[config.mk]
export PLATFORM = sky130hd
export DESIGN_NAME = sem_ctrl
export DESIGN_NICKNAME = d
export VERILOG_FILES = /design/src/sv/sem_pkg.sv /design/src/sv/sem_ctrl.sv
export SDC_FILE = /design/constraint.sdc
export NUM_CORES = 1
export LEC_CHECK = 0
export ABC_AREA = 1
export BUFFER_PORTS_ARGS = -buffer_cell sky130_fd_sc_hd__buf_2
export CAP_MARGIN = 20
export CORE_AREA = 2 2 39 41
export DETAILED_ROUTE_END_ITERATION = 8
export DIE_AREA = 0 0 41 43
export SKIP_LAST_GASP = 1
export SYNTH_ARGS = -nofsm -noshare
export SYNTH_HDL_FRONTEND = slang
export SYNTH_SLANG_ARGS = --single-unit
[constraint.sdc]
create_clock -name clk -period 1 [get_ports clk]
set_input_delay 0.05 -clock clk [delete_from_list [all_inputs] [get_ports clk]]
set_output_delay 0.05 -clock clk [all_outputs]
set_load 0.02 [all_outputs]
[src/sv/sem_pkg.sv]
// shared types and constants for the sobel edge magnitude block
package sem_pkg;

  localparam int MAX_WIDTH    = 1024;
  localparam int COL_W        = $clog2(MAX_WIDTH);
  localparam int CH_W         = 8;
  localparam int NUM_CH       = 3;
  localparam int PIX_W        = CH_W * NUM_CH;
  localparam int FW_W         = 11;
  localparam int FH_W         = 13;
  localparam int ROW_W        = 12;
  localparam int CFG_IDX_W    = 2;
  localparam int CFG_DATA_W   = 13;
  localparam int GRAD_W       = 11;
  localparam int SQ_W         = 21;
  localparam int HEIGHT_LIMIT = 4096;
  localparam int SQ_SAT       = 65280;

  localparam logic [FW_W-1:0] WIDTH_RESET  = FW_W'(640);
  localparam logic [FH_W-1:0] HEIGHT_RESET = FH_W'(480);

  localparam logic [CFG_IDX_W-1:0] CFG_WIDTH  = 2'd0;
  localparam logic [CFG_IDX_W-1:0] CFG_HEIGHT = 2'd1;

  typedef enum logic [2:0] {
    S_IDLE,
    S_SHIFT,
    S_GRAD,
    S_SQUARE,
    S_ROOT,
    S_ROUND,
    S_OUT
  } state_t;

  typedef struct packed {
    logic       take;
    logic       shift;
    logic       grad;
    logic       square;
    logic       root_step;
    logic [2:0] root_bit;
    logic       round;
    logic       load;
  } cmd_t;

  typedef struct packed {
    logic produce;
    logic out_free;
  } status_t;

endpackage

[src/sv/sem_ctrl.sv]
// controller state machine sequencing one beat through the datapath
module sem_ctrl
  import sem_pkg::*;
(
  input  logic    clk,
  input  logic    rst,
  input  logic    s_tvalid,
  output logic    s_tready,
  input  status_t status,
  output cmd_t    cmd
);

  state_t     state, state_next;
  logic [2:0] step, step_next;

  always_ff @(posedge clk) begin
    if (rst) begin
      state <= S_IDLE;
      step  <= 3'd7;
    end else begin
      state <= state_next;
      step  <= step_next;
    end
  end

  always_comb begin
    state_next   = state;
    step_next    = step;
    cmd          = '0;
    cmd.root_bit = step;
    s_tready     = 1'b0;
    unique case (state)
      S_IDLE: begin
        s_tready = 1'b1;
        if (s_tvalid) begin
          cmd.take   = 1'b1;
          state_next = S_SHIFT;
        end
      end
      S_SHIFT: begin
        cmd.shift  = 1'b1;
        state_next = status.produce ? S_GRAD : S_IDLE;
      end
      S_GRAD: begin
        cmd.grad   = 1'b1;
        state_next = S_SQUARE;
      end
      S_SQUARE: begin
        cmd.square = 1'b1;
        step_next  = 3'd7;
        state_next = S_ROOT;
      end
      S_ROOT: begin
        cmd.root_step = 1'b1;
        step_next     = step - 3'd1;
        if (step == 3'd0) begin
          state_next = S_ROUND;
        end
      end
      S_ROUND: begin
        cmd.round  = 1'b1;
        state_next = S_OUT;
      end
      S_OUT: begin
        if (status.out_free) begin
          cmd.load   = 1'b1;
          state_next = S_IDLE;
        end
      end
      default: state_next = S_IDLE;
    endcase
  end

endmodule

==> flow_summary.ini <==
[cells_and_area]
final_cell_mix = buf_4, buf_6
final_util_pct = 56.7
num_antenna_cells = 0
fill_cells = 129
design_area_um2 = 785
layout_commonest_cell = buf_4
area_growth_pct = 121
drive_gt1_share_pct = 69.2
fin_nets = 99

[grt]
gr-total-overflow = 0
grt_pass1_vias = 410
grtUsageTotal_pct = 13.5
grt_max_degree = 6
grt_antenna_before_repair = 0
grt_pass1_wl_um = 1590

[worst_hold_path]
worst_hold_path.num_cells = 2
hold_end = state[1]$_SDFFE_PP0P_
hp-class = in -> reg
hp-start = rst

[logic_synthesis]
synth_fp_nets = 63
ys_types = 13
syn_inst = 56
avgSynthCellArea_um2 = 6.35
synth.cell_area_um2 = 355
synthTopCellsByArea = dfxtp_1, inv_1, nand2_1, nand3_1, ha_1
synth.top_cell.area_share_pct = 33.8
seq_area_frac_synth_pct = 33.8
ys_seq_elements = 6
yosysWarningCount = 0
synth_top_cell_by_area = dfxtp_1

[worst_setup_path]
critPathKind = reg -> reg
worst-r2r-setup-slack_ns = -0.13
slowest_stage = dfxtp_4
end_kind = register
crit_buf_inv = 2
crit_chain = nor2_4 -> buf_6 -> buf_4 -> nand3_2 -> nand3_2 -> nor2_1 -> nor2_1
cp.required_ns = 1.17
timing.rr.end = state[2]$_SDFFE_PP0P_
arrival_ns = 1.30
cpPeakStageDelay_ns = 0.36
cp-start-kind = register
worst-path-max-fanout = 4
crit_family = simple AND/OR/NAND/NOR gates
r2r_cells = 7
r2r-start = state[1]$_SDFFE_PP0P_

[clock_network]
clk_pin_slew_ns = 0.04
cts_buffers = 3
clk-insertion-delay-late_ns = 0.25
ctsHoldBuffers = 0
cts_tree = built
clockRootBuffer = clkbuf_4
clock_path_buffers = 2
h-tree-depth = 1
clock-sinks = 6

[detailed_routing]
wl_um = 1130
vias_per_cell = 4.43
route.vias.total = 474
initialDrtViolationCount = 1
drc = 0
drt_pre_antenna_iters = 2
antenna_left = 0
wire_per_inst_um = 10.6

[status]
status = complete, but fails checks
violations = negative setup slack

[power_and_ir_drop]
powerDensity_mw_per_mm2 = 2970
max-vdd-ir-drop_mv = 1.53
leakage_nw = 0.412

[floorplan]
core_mm2 = 0.00138
rows = 14
die_h_um = 43
die_w_um = 41
dieArea_mm2 = 0.00176
initial_core_util_pct = 25.7
ios = 16

[timing]
rsz0062_at_grt = yes
hold_viol = 0
worst_pin_slew_ns = 0.166
timing.final.crit_period_ns = 1.13
drv_slew = 0
skew_ns = 0.00767
setup_slack_ns = -0.129
slew-limit-headroom_pct = 88.9
max_freq_mhz = 885
setup_violations = 13
fin_crit_sh_pct = 113

[placed_design]
dp_hpwl_um = 740
placed_area_um2 = 548
post-place-ws_ns = -0.0913
place_congestion = 0.795
io_buffers = 15

[run]
maxCapViolations = 0
[cell usage after synthesis, drive strengths merged]
cell / n
a31oi: 1
a21oi: 1
ha: 2
o211ai: 2
nor2: 8
nand3: 6
o21ai: 2
dfxtp: 6
inv: 15
nand2: 10
nor3: 3
[worst max-delay path by stage]
stage	start	cells past startpoint	endpoint	slack, ns
2_1_floorplan	step[0]$_SDFFE_PP1P_	8	state[2]$_SDFFE_PP0P_	-0.06
3_3_place_gp	state[2]$_SDFFE_PP0P_	5	step[1]$_SDFFE_PP1P_	-0.05
3_5_place_dp	step[0]$_SDFFE_PP1P_	8	state[2]$_SDFFE_PP0P_	-0.09
4_1_cts	state[0]$_SDFFE_PP0P_	5	cmd[9]	-0.15
5_1_grt	state[1]$_SDFFE_PP0P_	5	cmd[5]	-0.19
6_report	state[1]$_SDFFE_PP0P_	7	state[2]$_SDFFE_PP0P_	-0.13
[flip-flops by register name, indices dropped and copies added (netlist names)]
| signal | flops |
|---|---|
| step | 3 |
| state | 3 |
[layout make-up]
| cell class | count | area (um2) | area share (%) |
|---|---|---|---|
| sequential | 6 | 139 | 17.7 |
| clock buffer | 4 | 26.3 | 3.35 |
| tap | 16 | 20.0 | 2.55 |
| timing repair buffer | 31 | 245 | 31.3 |
| multi-input combinational | 35 | 295 | 37.6 |
| inverter | 15 | 58.8 | 7.50 |
[metrics by stage]
step,hold WS [ns],power [mW],std cells,setup TNS (ns)
4_1_cts,0.0131,2.02,103,-1.07
3_5_place_dp,0.282,1.43,95,-0.333
5_1_grt,0.0400,2.52,107,-1.84
2_1_floorplan,0.119,1.03,56,-0.156
6_report,0.0312,2.33,107,-1.15
3_3_place_gp,0.282,1.41,95,-0.193
[routing by layer]
metal	wire length, um	up-vias	part of all wire, %	global-route usage, %
met2	629	15	56	21.9
met1	435	214	38	13.9
li1	-	245	-	-
met4	0	0	0	4.00
met3	66	0	5.8	7.85
met5	0	-	0	0
[logic make-up after synthesis]
group | after synthesis | synth area share (%)
AND/OR/NAND/NOR | 27 | 33.1
buffers and inverters | 15 | 15.8
AO/OA/AOI/OAI | 6 | 10.2
flip-flops | 6 | 33.8
adder cells (fa/ha/maj) | 2 | 7.04
[what timing repair did]
item / CTS / global route
gates resized for setup: 28 / 18
pin swaps: 5 / 8
setup endpoints to repair: 12 / 13
setup buffers: 4 / 4
[power breakdown]
| part | switching (mW) | leakage [nW] | internal [mW] |
|---|---|---|---|
| registers | 0.121 | 0.0514 | 0.371 |
| clock network | 0.0947 | 0.0150 | 0.152 |
| logic | 0.813 | 0.345 | 0.781 |
| total | 1.03 | 0.412 | 1.30 |
[worst register-to-register path, stage by stage (launching register included)]
cell and delay (ns):
dfxtp_4 0.36, nor2_4 0.12, buf_6 0.11, buf_4 0.12, nand3_2 0.11, nand3_2 0.11
nor2_1 0.04, nor2_1 0.09
No activity file was read; power rests on OpenSTA's default activity.
